### config.mk
export PLATFORM = sky130hd
export DESIGN_NAME = fnbs_ctrl
export DESIGN_NICKNAME = d
export VERILOG_FILES = /design/src/hdl/fnbs_pkg.sv /design/src/hdl/fnbs_ctrl.sv
export SDC_FILE = /design/constraint.sdc
export NUM_CORES = 1
export LEC_CHECK = 0
export ABC_CLOCK_PERIOD_IN_PS = 1950
export BUFFER_PORTS_ARGS = -buffer_cell sky130_fd_sc_hd__buf_2
export CAP_MARGIN = 20
export CORE_ASPECT_RATIO = 1.4
export CORE_MARGIN = 5
export CORE_UTILIZATION = 36
export CTS_BUF_LIST = sky130_fd_sc_hd__clkbuf_16
export DETAILED_ROUTE_END_ITERATION = 16
export HOLD_SLACK_MARGIN = 0.15
export PLACE_DENSITY = 0.89
export SYNTH_ARGS = -nofsm -noshare
export SYNTH_HDL_FRONTEND = slang
export SYNTH_SLANG_ARGS = --single-unit
export TNS_END_PERCENT = 100
### constraint.sdc
create_clock -name clk_i -period 1.95 [get_ports clk_i]
set_input_delay 0.0975 -clock clk_i [delete_from_list [all_inputs] [get_ports clk_i]]
set_output_delay 0.0975 -clock clk_i [all_outputs]
set_load 0.005 [all_outputs]
### src/hdl/fnbs_pkg.sv
`default_nettype none

package fnbs_pkg;

  localparam int OFFSET_W = 20;

  localparam logic [3:0]  DATA_PAGE      = 4'h9;
  localparam logic [23:0] CMD_ADDR_ONE   = 24'h815554;
  localparam logic [23:0] CMD_ADDR_TWO   = 24'h80AAA8;
  localparam logic [23:0] ID_MANUF_ADDR  = 24'h800000;
  localparam logic [23:0] ID_DEVICE_ADDR = 24'h800004;

  localparam logic [15:0] UNLOCK_FIRST  = 16'h00AA;
  localparam logic [15:0] UNLOCK_SECOND = 16'h0055;
  localparam logic [15:0] CMD_CODE_ID   = 16'h0090;
  localparam logic [15:0] CMD_CODE_WREN = 16'h00A0;
  localparam logic [15:0] MANUF_ID      = 16'h001F;
  localparam logic [15:0] DEVICE_ID     = 16'h00D5;
  localparam logic [15:0] PROBE_WORD    = 16'h0055;
  localparam logic [15:0] ERASED_WORD   = 16'hFFFF;

  typedef enum logic [1:0] {
    CMD_NONE = 2'd0,
    CMD_ID   = 2'd1,
    CMD_WREN = 2'd2
  } cmd_mode_e;

  typedef enum logic [1:0] {
    PH_IDLE = 2'd0,
    PH_AA   = 2'd1,
    PH_55   = 2'd2
  } phase_e;

  typedef enum logic [1:0] {
    ST_CLEAR,
    ST_IDLE,
    ST_INDEX,
    ST_DONE
  } fsm_e;

  typedef struct packed {
    logic        is_write;
    logic        is_byte;
    logic [23:0] addr;
    logic [15:0] data;
  } req_t;

  typedef struct packed {
    logic        claimed;
    logic        in_window;
    logic        store_wr;
    logic [15:0] word;
    logic [15:0] wdata;
  } resp_t;

endpackage

`default_nettype wire

### src/hdl/fnbs_ctrl.sv
`default_nettype none

module fnbs_ctrl (
  input  logic            clk_i,
  input  logic            rst_ni,
  input  logic            commit_i,
  input  fnbs_pkg::req_t  req_i,
  output fnbs_pkg::resp_t resp_o
);
  import fnbs_pkg::*;

  cmd_mode_e   cmd_q, cmd_d;
  phase_e      phase_q, phase_d;
  logic        probe_q, probe_d;
  logic [23:0] addr;
  logic [15:0] data;
  logic        in_window;
  logic        hit_one;
  logic        hit_two;

  assign addr      = {req_i.addr[23:1], 1'b0};
  assign data      = req_i.is_byte ? {8'h00, req_i.data[7:0]} : req_i.data;
  assign in_window = (addr[23:20] == DATA_PAGE);
  assign hit_one   = (addr == CMD_ADDR_ONE);
  assign hit_two   = (addr == CMD_ADDR_TWO);

  always_comb begin
    resp_o           = '0;
    resp_o.in_window = in_window;
    resp_o.wdata     = data;
    if (!req_i.is_write) begin
      if (in_window) begin
        resp_o.claimed = 1'b1;
      end else if (probe_q && hit_two) begin
        resp_o.claimed = 1'b1;
        resp_o.word    = PROBE_WORD;
      end else if (cmd_q == CMD_ID && addr == ID_MANUF_ADDR) begin
        resp_o.claimed = 1'b1;
        resp_o.word    = MANUF_ID;
      end else if (cmd_q == CMD_ID && addr == ID_DEVICE_ADDR) begin
        resp_o.claimed = 1'b1;
        resp_o.word    = DEVICE_ID;
      end
    end else begin
      resp_o.claimed  = in_window || hit_one || hit_two;
      resp_o.store_wr = in_window && (cmd_q == CMD_WREN);
    end
  end

  always_comb begin
    cmd_d   = cmd_q;
    phase_d = phase_q;
    probe_d = probe_q;
    if (commit_i && req_i.is_write && !in_window && (hit_one || hit_two)) begin
      unique case (phase_q)
        PH_AA: begin
          phase_d = (hit_two && data == UNLOCK_SECOND) ? PH_55 : PH_IDLE;
        end
        PH_55: begin
          if (hit_one) begin
            if (data == CMD_CODE_ID) begin
              cmd_d = CMD_ID;
            end else if (data == CMD_CODE_WREN) begin
              cmd_d = CMD_WREN;
            end else begin
              cmd_d = CMD_NONE;
            end
          end
          phase_d = PH_IDLE;
        end
        default: begin
          phase_d = (hit_one && data == UNLOCK_FIRST) ? PH_AA : PH_IDLE;
        end
      endcase
      if (hit_two && data == PROBE_WORD) begin
        probe_d = 1'b1;
      end
    end
  end

  always_ff @(posedge clk_i or negedge rst_ni) begin
    if (!rst_ni) begin
      cmd_q   <= CMD_NONE;
      phase_q <= PH_IDLE;
      probe_q <= 1'b0;
    end else begin
      cmd_q   <= cmd_d;
      phase_q <= phase_d;
      probe_q <= probe_d;
    end
  end

  a_wren_needs_window: assert property (@(posedge clk_i) disable iff (!rst_ni)
    resp_o.store_wr |-> (resp_o.claimed && req_i.is_write))
    else $error("store write outside the data window");

  a_cmd_only_from_55: assert property (@(posedge clk_i) disable iff (!rst_ni)
    (cmd_d != cmd_q) |-> (phase_q == PH_55 && commit_i && hit_one))
    else $error("command mode changed outside the command phase");

  a_probe_sticky: assert property (@(posedge clk_i) disable iff (!rst_ni)
    probe_q |=> probe_q)
    else $error("probe flag dropped");

endmodule

`default_nettype wire
==> flow_summary.ini <==
[run_status]
outcome = finished clean

[detailed_routing]
ant_nets = 0
initialDrtViolationCount = 10
vias = 952
dr.pass1.iters = 4
routed_via_density = 5.037
drcViolationCount = 0
finalWirelength_mm = 2.428
wire_per_inst_um = 12.85

[placed_design]
port_buffers = 69
gp_congestion = 0.8227
pre_cts_slack_ns = -0.001260
placed_cell_area_um2 = 1070
hpwlAfterDp_mm = 2.154

[worst_setup_path]
crit_required_ns = 1.85
critPathLaunchType = input port
crit_family = simple AND/OR/NAND/NOR gates
worstSetupEndpointType = output port
path_buf_inv = 2
crit_fanout = 3
slowest_delay_ns = 0.54
cp_slowest_cell = or4_4
arrival_ns = 1.78
path_cells = buf_6, or4_4, or4_1, o2bb2a_4, o2bb2a_1, buf_2
path_class = in2out

[timing]
finalSetupTns_ns = 0
slew_violations = 0
setup_violations = 0
layout_setup_ws_ns = 0.06791
fmax_ghz = 0.5313
fin_crit_ns = 1.882
skew_ns = 0.001864
rsz0062_at_grt = false
hold_viol = 0
finalCritPeriodShare = 0.9652

[flow_run]
cap_viol_max_count = 0

[die]
io_pins = 80
dieArea_um2 = 3310
start_util = 0.3762
std_cell_rows = 20
fp.coreArea_um2 = 2152
dieWidth_um = 50.08
die_h_um = 66.11

[cells_and_area]
fillers = 209
final_layout_size_suffix_gt1_frac = 0.5090
area_growth_pct = 45.29
num-nets-final = 215
final_cell_area_um2 = 1176
utilization = 0.5465
n_antenna_cell = 0

[clock_tree]
root_buffer = clkbuf_16
clock_path_buffers = 2
cts.sinks = 5
clk_latency_ns = 0.22
htree_levels = 1
cts_tree = yes
clk_pin_slew_ns = 0.03
cts_buffers = 3

[global_route]
grt_first_pass_wirelength_mm = 3.739
antenna_found_initial = 0
gr-usage-all-layers = 0.1375
overflow = 0
grt_pass1_vias = 914
grt_max_degree = 10

[pwr]
ir_worst_vdd_mv = 0.7331
p_leak_nw = 0.6016
powerDensity_nw_per_um2 = 462.1

[logic_synthesis]
ys_seq_elements = 5
seq_area_frac_synth = 0.1546
syn-instance-count = 103
netlist_area_um2 = 809.5
syn_avg_cell_area_um2 = 7.859
ys_warn_count = 0
ys_types = 34

[hold_path]
min_path_type = in2async
-- layer usage --
layer | vias up | routed length, um | track usage
met2 | 40 | 1382 | 0.2783
met3 | 2 | 233 | 0.03386
met1 | 430 | 790 | 0.1260
li1 | 480 | - | -
met5 | - | 0 | 0
met4 | 0 | 21 | 0.04590
-- where the power goes --
group	switching (mW)	total [mW]	leakage, nW	internal (mW)
clock network	0.0585	0.323	0.0423	0.265
registers	0.000000000257	0.104	0.0699	0.104
logic	0.0546	0.116	0.489	0.0613
-- synth_stat cells --
cell | number | area [um^2]
nand4_1 | 4 | 25.02
or2_2 | 1 | 6.260
conb_1 | 1 | 3.750
inv_1 | 6 | 22.52
and4_1 | 1 | 8.760
nor2b_1 | 8 | 50.05
nor3_1 | 6 | 30.03
dfrtp_1 | 5 | 125.1
buf_4 | 21 | 157.7
nand4bb_1 | 1 | 11.26
o31ai_1 | 2 | 15.01
mux2_2 | 2 | 22.52
nor3b_1 | 1 | 7.510
o2bb2a_4 | 1 | 20.02
nor2_1 | 4 | 15.01
mux2i_1 | 2 | 20.02
nor4b_1 | 2 | 17.52
or4_4 | 2 | 22.52
or4_1 | 4 | 30.03
or4b_2 | 2 | 20.02
o2bb2a_1 | 1 | 10.01
nand2b_1 | 3 | 18.77
a21o_1 | 1 | 7.510
a21oi_1 | 2 | 10.01
nand4b_1 | 1 | 8.760
nand3_1 | 3 | 15.01
or3_2 | 1 | 7.510
and4b_1 | 1 | 10.01
ha_1 | 2 | 25.02
and3_2 | 1 | 7.510
nand2_1 | 4 | 15.01
or3_1 | 1 | 6.260
o22ai_1 | 1 | 6.260
nor4_1 | 5 | 31.28
-- cell families (layout without fill, tap and decap cells) --
kind of cell / after synthesis / in the layout / share of synthesized area
adders and majority gates: 2 / 2 / 0.03091
DFF: 5 / 5 / 0.1546
buffers and inverters: 27 / 83 / 0.2226
muxes: 4 / 4 / 0.05255
and+or+nand+nor: 56 / 56 / 0.4498
AOI/OAI and AO/OA: 8 / 8 / 0.08501
other: 1 / 9 / 0.004632
-- final cells by class --
type	count	area, um^2	area share
Sequential cell	5	125.1	0.1064
Clock buffer	3	75.07	0.06383
Clock inverter	1	3.754	0.003191
Multi-Input combinational cell	79	538.0	0.4574
Tap cell	22	27.53	0.02340
Timing Repair Buffer	73	384.1	0.3266
Inverter	6	22.52	0.01915
-- worst paths after layout --
kind / from / to / slack, ns / cells after the start
worst max-delay path: req_i[26] / resp_o[34] / 0.07 / 6
worst min-delay path: rst_ni / cmd_q[0] / 0.21 / 2
min in group clk_i: req_i[3] / phase_q[0] / 0.29 / 4
worst min register to register: probe_q / probe_q / 0.51 / 1
max in group asynchronous: rst_ni / phase_q[1] / 1.60 / 2
worst max register to register: phase_q[0] / phase_q[1] / 0.33 / 5
-- registers in the layout, indices dropped and copies added, names as in the netlist --
signal,count
cmd_q,2
probe_q,1
phase_q,2
-- cells in the final DEF (no fill, tap or decap), types with 2 or more instances in the layout --
master,count
buf_2,68
conb_1,9
nor2b_1,8
inv_1,7
nor3_1,6
nor4_1,5
dfrtp_1,5
nand4_1,4
nand2_1,4
or4_1,4
nor2_1,4
nand3_1,3
nand2b_1,3
clkbuf_16,3
buf_4,3
or4_4,2
nor4b_1,2
a21oi_1,2
o31ai_1,2
or4b_2,2
mux2i_1,2
mux2_2,2
ha_1,2
-- stage by stage --
stage          std cells  hold slack (ns)  power, mW
2_1_floorplan        111          -0.1981     0.1644
3_3_place_gp         183         -0.08986     0.2144
3_5_place_dp         183         -0.08351     0.2180
4_1_cts              188           0.2134     0.5503
5_1_grt              189           0.2411     0.5705
6_report             189           0.2140     0.5435
-- repair_timing --
action	4_1_cts	5_1_grt
endpoints found under the hold margin	5	0
pin swaps	0	1
gates cloned	0	0
endpoints found under the setup margin	1	1
buffers inserted	0	1
resized for setup	1	1
hold buffers	1	0
Power figures use the tool's default switching activity.
