## src/hdl/fnbs_pkg.sv

```systemverilog
`default_nettype none

package fnbs_pkg;

  localparam int OFFSET_W = 20;

  localparam logic [3:0]  DATA_PAGE      = 4'h9;
  localparam logic [23:0] CMD_ADDR_ONE   = 24'h815554;
  localparam logic [23:0] CMD_ADDR_TWO   = 24'h80AAA8;
  localparam logic [23:0] ID_MANUF_ADDR  = 24'h800000;
  localparam logic [23:0] ID_DEVICE_ADDR = 24'h800004;

  localparam logic [15:0] UNLOCK_FIRST  = 16'h00AA;
  localparam logic [15:0] UNLOCK_SECOND = 16'h0055;
  localparam logic [15:0] CMD_CODE_ID   = 16'h0090;
  localparam logic [15:0] CMD_CODE_WREN = 16'h00A0;
  localparam logic [15:0] MANUF_ID      = 16'h001F;
  localparam logic [15:0] DEVICE_ID     = 16'h00D5;
  localparam logic [15:0] PROBE_WORD    = 16'h0055;
  localparam logic [15:0] ERASED_WORD   = 16'hFFFF;

  typedef enum logic [1:0] {
    CMD_NONE = 2'd0,
    CMD_ID   = 2'd1,
    CMD_WREN = 2'd2
  } cmd_mode_e;

  typedef enum logic [1:0] {
    PH_IDLE = 2'd0,
    PH_AA   = 2'd1,
    PH_55   = 2'd2
  } phase_e;

  typedef enum logic [1:0] {
    ST_CLEAR,
    ST_IDLE,
    ST_INDEX,
    ST_DONE
  } fsm_e;

  typedef struct packed {
    logic        is_write;
    logic        is_byte;
    logic [23:0] addr;
    logic [15:0] data;
  } req_t;

  typedef struct packed {
    logic        claimed;
    logic        in_window;
    logic        store_wr;
    logic [15:0] word;
    logic [15:0] wdata;
  } resp_t;

endpackage

`default_nettype wire

```

## src/hdl/fnbs_idx.sv

```systemverilog
`default_nettype none

module fnbs_idx #(
  parameter int unsigned STORE_BYTES = 131072
) (
  input  logic                                clk_i,
  input  logic                                rst_ni,
  input  logic                                start_i,
  input  logic [fnbs_pkg::OFFSET_W-1:0]       off_i,
  output logic                                done_o,
  output logic [$clog2(STORE_BYTES/2)-1:0]    idx_o
);
  import fnbs_pkg::*;

  localparam int unsigned WORDS = STORE_BYTES / 2;
  localparam int AW    = $clog2(WORDS);
  localparam int SHIFT = 2 * OFFSET_W;
  localparam int MW    = SHIFT + 1 - $clog2(STORE_BYTES);
  localparam int QW    = OFFSET_W + 1 - $clog2(STORE_BYTES);
  localparam int RW    = OFFSET_W + 1;
  localparam logic [MW-1:0] RECIP   = MW'((64'd1 << SHIFT) / STORE_BYTES);
  localparam logic [RW-1:0] MODULUS = RW'(STORE_BYTES);
  localparam logic [RW-1:0] WORDS_R = RW'(WORDS);

  logic                 v1_q, v2_q, v3_q;
  logic [OFFSET_W-1:0]  off1_q;
  logic [QW-1:0]        q1_q;
  logic [RW-1:0]        rem_q;
  logic [AW-1:0]        idx_q;
  logic [OFFSET_W+MW-1:0] prod1;
  logic [QW+RW-1:0]     prod2;
  logic [RW-1:0]        rem_d;
  logic [RW-1:0]        r_fix;
  logic [RW-1:0]        w_half;
  logic [RW-1:0]        w_fix;

  assign prod1 = {{MW{1'b0}}, off_i} * {{OFFSET_W{1'b0}}, RECIP};
  assign prod2 = {{RW{1'b0}}, q1_q} * {{QW{1'b0}}, MODULUS};
  assign rem_d = RW'(off1_q) - prod2[RW-1:0];

  assign r_fix  = (rem_q >= MODULUS) ? rem_q - MODULUS : rem_q;
  assign w_half = r_fix >> 1;
  assign w_fix  = (w_half >= WORDS_R) ? w_half - WORDS_R : w_half;

  always_ff @(posedge clk_i or negedge rst_ni) begin
    if (!rst_ni) begin
      v1_q <= 1'b0;
      v2_q <= 1'b0;
      v3_q <= 1'b0;
    end else begin
      v1_q <= start_i;
      v2_q <= v1_q;
      v3_q <= v2_q;
    end
  end

  always_ff @(posedge clk_i) begin
    if (start_i) begin
      off1_q <= off_i;
      q1_q   <= prod1[SHIFT +: QW];
    end
    if (v1_q) begin
      rem_q <= rem_d;
    end
    if (v2_q) begin
      idx_q <= w_fix[AW-1:0];
    end
  end

  assign done_o = v3_q;
  assign idx_o  = idx_q;

endmodule

`default_nettype wire

```

## config.mk

```make
export PLATFORM = sky130hd
export DESIGN_NAME = fnbs_idx
export DESIGN_NICKNAME = d
export VERILOG_FILES = /design/src/hdl/fnbs_pkg.sv /design/src/hdl/fnbs_idx.sv
export SDC_FILE = /design/constraint.sdc
export NUM_CORES = 1
export LEC_CHECK = 0
export BUFFER_PORTS_ARGS = -buffer_cell sky130_fd_sc_hd__buf_2
export CAP_MARGIN = 20
export CELL_PAD_IN_SITES_DETAIL_PLACEMENT = 1
export CELL_PAD_IN_SITES_GLOBAL_PLACEMENT = 1
export CORE_MARGIN = 5
export CORE_UTILIZATION = 39
export CTS_BUF_LIST = sky130_fd_sc_hd__clkbuf_16
export DETAILED_ROUTE_END_ITERATION = 10
export PLACE_DENSITY_LB_ADDON = 0.05
export SLEW_MARGIN = 20
export SYNTH_ARGS = -nofsm -noshare
export SYNTH_HDL_FRONTEND = slang
export SYNTH_SLANG_ARGS = --single-unit
```

## constraint.sdc

```tcl
create_clock -name clk_i -period 1 [get_ports clk_i]
set_clock_uncertainty 0.1 [all_clocks]
set_input_delay 0 -clock clk_i [delete_from_list [all_inputs] [get_ports clk_i]]
set_output_delay 0 -clock clk_i [all_outputs]
set_load 0.01 [all_outputs]
```

==> metrics.cfg, run 1 <==
[power_and_ir_drop]
p_comb_share_pct = 3.5
p_sw_share_pct = 16.2
cellPowerDensity_mw_per_mm2 = 2240
p_leak_nw = 0.824
vdd_drop_max_mv = 1.34
p_int_w = 0.00404
seq_power_share_pct = 53.3
clkPwrFrac_pct = 43.1
p_sw_w = 0.000781

[sta]
max_freq_ghz = 1.04
whs_ns = 0.0475
slew_headroom_pct = 76.7
slew_viol_final = 0
fin_crit_sh_pct = 96.5
finalSetupViolCount = 0
period_minus_slack_ns = 0.965
worst_pin_slew_ns = 0.350
rsz0062_at_grt = no
hold_viol = 0

[flow_run]
drv_cap = 0

[cells_and_area]
multi_input_area_um2 = 0
drive_above_1_share_pct = 40.0
fill_cells = 329
fin_cells = 163
final_cell_mix = edfxtp_1, buf_2, dlygate4sd3_1, clkbuf_16, bufinv_16
multi_input_cells = 0
diodes = 0
seqCellArea_mm2 = 0.00152
nNetsFinal = 137
post-route-util_pct = 57.8
design_area_mm2 = 0.00215
layout_commonest_cell = edfxtp_1
area_growth_pct = 41.7

[synthesis]
syn-num-nets = 74
ys_seq_area_share_pct = 100
synthCells = 51
synth.avg_cell_area_um2 = 29.7
yosysWarnings = 0
synth_cell_type_count = 2
synthesis.area_mm2 = 0.00152
synth_seq_cells = 51

[placed_design]
place_inst = 134
gp_congestion = 0.686
place_area_mm2 = 0.00175
port_buffers = 35

[grt]
antenna_found_initial = 0
grt_use_total_pct = 8.96
grt_pass1_vias = 707
grt_max_degree = 18
grt-ovfl-total = 0
grt_first_pass_wirelength_um = 3290

[hold_path]
worstHoldPathCells = 1
holdCritPathClass = primary input to flop

[floorplanning]
die_h_um = 72.4
die_w_um = 72.4
rows = 22
initial_core_util_pct = 40.8
die_area_mm2 = 0.00524
io_pins = 40
core-area_mm2 = 0.00372

[detailed_routing]
drc = 0
drtAntennaViolNets = 0
drt_iter0_drc = 34
vias_per_cell = 4.13
wirelength_um = 2170
wl_per_cell_um = 13.3
firstDrtPassIters = 4
vias = 674

[outcome]
status = completed

[worst_setup_path]
reg2regPathDepth = 0
cp.required_ns = 0.87
crit_cells = 0
critPathLaunchType = flop
path_class = flop to flop
endpoint_kind = flop
arrival_ns = 0.83
critical_path_peak_fanout = 17

[cts]
clk_latency_ns = 0.28
cts.sinks = 51
clockBufferDepth = 2
clk_root_buffer_cell = clkbuf_16
tritoncts = built
cts_inserted_buffers = 5
cts-htree-levels = 2
path_clk_slew_ns = 0.06

## cell usage after synthesis
master / instances / area share [%]
edfxtp_1: 48 / 95
dfrtp_1: 3 / 5.0
## power by group through the flow
stage                     clock network, W  registers [W]  logic (W)
after floorplan                          0        0.00263          0
after detailed placement                 0        0.00263  0.0000992
final                              0.00208        0.00257   0.000170
after global placement                   0        0.00262  0.0000970
after global routing               0.00221        0.00259   0.000186
after CTS                          0.00212        0.00258   0.000171
## state kept, by name, summed over array words and instances, names as in the netlist
register  cells
v1_q          1
rem_q        16
done_o        1
off1_q       16
v2_q          1
idx_o        16
## cell families after synthesis
logic type and share of synthesized area (%):
flops 100
## path summary, 6_finish.rpt
path	slack (ns)	from	to
min in group asynchronous	0.52	rst_ni	done_o$_DFF_PN0_
setup / recovery	0.04	v1_q$_DFF_PN0_	rem_q[5]$_DFFE_PP_
setup reg to reg	0.04	v1_q$_DFF_PN0_	rem_q[5]$_DFFE_PP_
hold reg to reg	0.32	off1_q[16]$_DFFE_PP_	rem_q[16]$_DFFE_PP_
hold / removal	0.05	start_i	off1_q[11]$_DFFE_PP_
max in group asynchronous	0.09	rst_ni	v1_q$_DFF_PN0_
## per-stage QoR
stage	setup slack [ns]	setup TNS [ns]	power, W
3_5_place_dp	-0.0135	-0.206	0.00273
4_1_cts	0.0342	0	0.00486
2_1_floorplan	0.0621	0	0.00263
6_report	0.0351	0	0.00482
3_3_place_gp	0.00804	0	0.00272
5_1_grt	0.00987	0	0.00498
## cell type report
| class | instances | share of cell area (%) |
|---|---|---|
| Sequential cell | 51 | 70.8 |
| Timing Repair Buffer | 56 | 17.6 |
| Clock buffer | 5 | 5.82 |
| Clock inverter | 3 | 2.97 |
| Tap cell | 48 | 2.80 |
## layer usage
metal / GRT usage (%) / wire [um] / share of wire (%) / up-vias
li1: - / - / - / 326
met1: 11.3 / 951 / 44 / 307
met2: 12.8 / 975 / 45 / 37
met3: 3.60 / 216 / 9.9 / 4
met4: 5.64 / 28 / 1.3 / 0
met5: 0 / 0 / 0 / -
## what timing repair did
item | CTS | global route
setup endpoints to repair | 32 | 0
gates resized for setup | 1 | 0
hold buffers | 19 | 0
hold endpoints to repair | 20 | 0
setup buffers | 2 | 0
(Power assumes the default switching activity.)
==> run 2, diff against run 1 <==
--- a/config.mk
+++ b/config.mk
@@ -9,7 +9,7 @@
 export CAP_MARGIN = 20
 export CELL_PAD_IN_SITES_DETAIL_PLACEMENT = 1
 export CELL_PAD_IN_SITES_GLOBAL_PLACEMENT = 1
-export CORE_MARGIN = 5
+export CORE_MARGIN = 2
 export CORE_UTILIZATION = 39
 export CTS_BUF_LIST = sky130_fd_sc_hd__clkbuf_16
 export DETAILED_ROUTE_END_ITERATION = 10
==> run 2 against run 1 <==
  * Non-clock buffer count down 2
  * Global-route usage increased by 2.4 points
  * Worst setup slack improved by 0.0024 ns
  * Critical path type unchanged
  * Highest routed layer unchanged
  * Utilization increased by 0.16 points
  * Maximum frequency up 0.25%
  * Cell count decreased by 1.2%
  * Sequential share of layout area is 0.45 points higher
  * Wire length grew 1.0%
  * Via count unchanged
  * Sequential power about the same
==> metrics.cfg, run 2 (synthesis gave the netlist of run 1 again) <==
[outcome]
status = completed  ; unchanged

[power_and_ir_drop]
clkPwrFrac_pct = 43.0  ; was 43.1%
vdd_drop_max_mv = 1.21  ; was 1.34 mV
cellPowerDensity_mw_per_mm2 = 2250  ; was 2240 mW/mm2
p_int_w = 0.00404  ; about the same
seq_power_share_pct = 53.8  ; was 53.3%
p_comb_share_pct = 3.2  ; was 3.5%
p_leak_nw = 0.815  ; was 0.824 nW
p_sw_share_pct = 16.1  ; was 16.2%
p_sw_w = 0.000776  ; was 0.000781 W

[cells_and_area]
post-route-util_pct = 58.0  ; was 57.8%
nNetsFinal = 135  ; was 137
drive_above_1_share_pct = 38.9  ; was 40.0%
multi_input_area_um2 = 0  ; unchanged
multi_input_cells = 0  ; unchanged
fin_cells = 161  ; was 163
layout_commonest_cell = edfxtp_1  ; unchanged
diodes = 0  ; unchanged
final_cell_mix = edfxtp_1, buf_2, dlygate4sd3_1, clkbuf_16  ; was edfxtp_1, buf_2, dlygate4sd3_1, clkbuf_16, bufinv_16
area_growth_pct = 41.0  ; was 41.7%

[floorplanning]
rows = 22  ; unchanged
io_pins = 40  ; unchanged
core-area_mm2 = 0.00369  ; was 0.00372 mm2
die_h_um = 66.4  ; was 72.4 um
die_w_um = 66.4  ; was 72.4 um
die_area_mm2 = 0.00440  ; was 0.00524 mm2
initial_core_util_pct = 41.1  ; was 40.8%

[sta]
slew_viol_final = 0  ; unchanged
worst_pin_slew_ns = 0.346  ; was 0.350 ns
slew_headroom_pct = 76.9  ; was 76.7%
fin_crit_sh_pct = 96.3  ; was 96.5%
finalSetupViolCount = 0  ; unchanged
hold_viol = 0  ; unchanged
setup_slack_ns = 0.0374  ; was 0.0351 ns
whs_ns = 0.0479  ; was 0.0475 ns
rsz0062_at_grt = no  ; unchanged
period_minus_slack_ns = 0.963  ; was 0.965 ns
max_freq_ghz = 1.04  ; about the same

[cts]
tritoncts = built  ; unchanged
cts.sinks = 51  ; unchanged
clk_root_buffer_cell = clkbuf_16  ; unchanged
clk_latency_ns = 0.28  ; about the same
cts_inserted_buffers = 5  ; unchanged
clockBufferDepth = 2  ; unchanged
cts-htree-levels = 2  ; unchanged
path_clk_slew_ns = 0.06  ; about the same

[worst_setup_path]
arrival_ns = 0.83  ; about the same
crit_cells = 0  ; unchanged
cp.required_ns = 0.86  ; was 0.87 ns
reg2regPathDepth = 0  ; unchanged
path_class = flop to flop  ; unchanged
endpoint_kind = flop  ; unchanged
reg2reg_slack_ns = 0.04  ; about the same
critical_path_peak_fanout = 17  ; unchanged
critPathLaunchType = flop  ; unchanged

[detailed_routing]
wl_per_cell_um = 13.6  ; was 13.3 um
vias = 674  ; unchanged
firstDrtPassIters = 3  ; was 4
drc = 0  ; unchanged
drtAntennaViolNets = 0  ; unchanged
drt_iter0_drc = 25  ; was 34
vias_per_cell = 4.19  ; was 4.13
wirelength_um = 2190  ; was 2170 um

[hold_path]
holdCritPathClass = primary input to flop  ; unchanged
worstHoldPathCells = 1  ; unchanged

[placed_design]
port_buffers = 35  ; unchanged
place_inst = 134  ; unchanged
gp_congestion = 0.669  ; was 0.686
pre_cts_ws_ns = -0.0161  ; was -0.0135 ns

[grt]
grt_max_degree = 18  ; unchanged
grt_use_total_pct = 11.4  ; was 8.96%
grt-ovfl-total = 0  ; unchanged
grt_pass1_vias = 691  ; was 707
grt_first_pass_wirelength_um = 3440  ; was 3290 um
antenna_found_initial = 0  ; unchanged

[flow_run]
drv_cap = 0  ; unchanged

## run 2: stage by stage
stage | power (W) | area, um2 | TNS, ns
floorplan | 0.00263 | 1520 | 0
global placement | 0.00272 | 1750 | 0
detailed placement | 0.00273 | 1750 | -0.482
CTS | 0.00487 | 2140 | 0
global route | 0.00498 | 2140 | 0
finish | 0.00481 | 2140 | 0
## run 2: layer usage
layer / part of all wire (%) / global-route usage, % / up-vias
met5: 0 / 0 / -
met4: 0.59 / 3.83 / 0
met3: 8.3 / 5.28 / 2
met2: 46 / 18.1 / 38
met1: 45 / 13.7 / 309
li1: - / - / 325
## run 2: worst paths after layout
path | start | end
max in group asynchronous | rst_ni | v2_q$_DFF_PN0_
worst min register to register | rem_q[13]$_DFFE_PP_ | idx_o[12]$_DFFE_PP_
worst min-delay path | start_i | off1_q[2]$_DFFE_PP_
worst max-delay path | v2_q$_DFF_PN0_ | idx_o[8]$_DFFE_PP_
min in group asynchronous | rst_ni | done_o$_DFF_PN0_
worst max register to register | v2_q$_DFF_PN0_ | idx_o[8]$_DFFE_PP_
## run 2: power groups by stage
| stage | Clock [W] | Combinational [W] | Sequential, W |
|---|---|---|---|
| 2_1_floorplan | 0 | 0 | 0.00263 |
| 3_3_place_gp | 0 | 0.0000952 | 0.00262 |
| 3_5_place_dp | 0 | 0.0000971 | 0.00264 |
| 4_1_cts | 0.00212 | 0.000152 | 0.00260 |
| 5_1_grt | 0.00220 | 0.000167 | 0.00261 |
| 6_report | 0.00207 | 0.000153 | 0.00259 |
## run 2: area by class of cell
class	count	area, um2
fillers	333	1550
flip-flops and latches	51	1520
repair buffers	54	365
clock buffers	5	125
clock inverters	3	63.8
well taps	48	60.1
## run 2: what timing repair did
item,CTS,global route
endpoints found under the setup margin,32,0
endpoints found under the hold margin,20,0
setup buffers,0,0
resized for setup,2,0
hold buffers,19,0
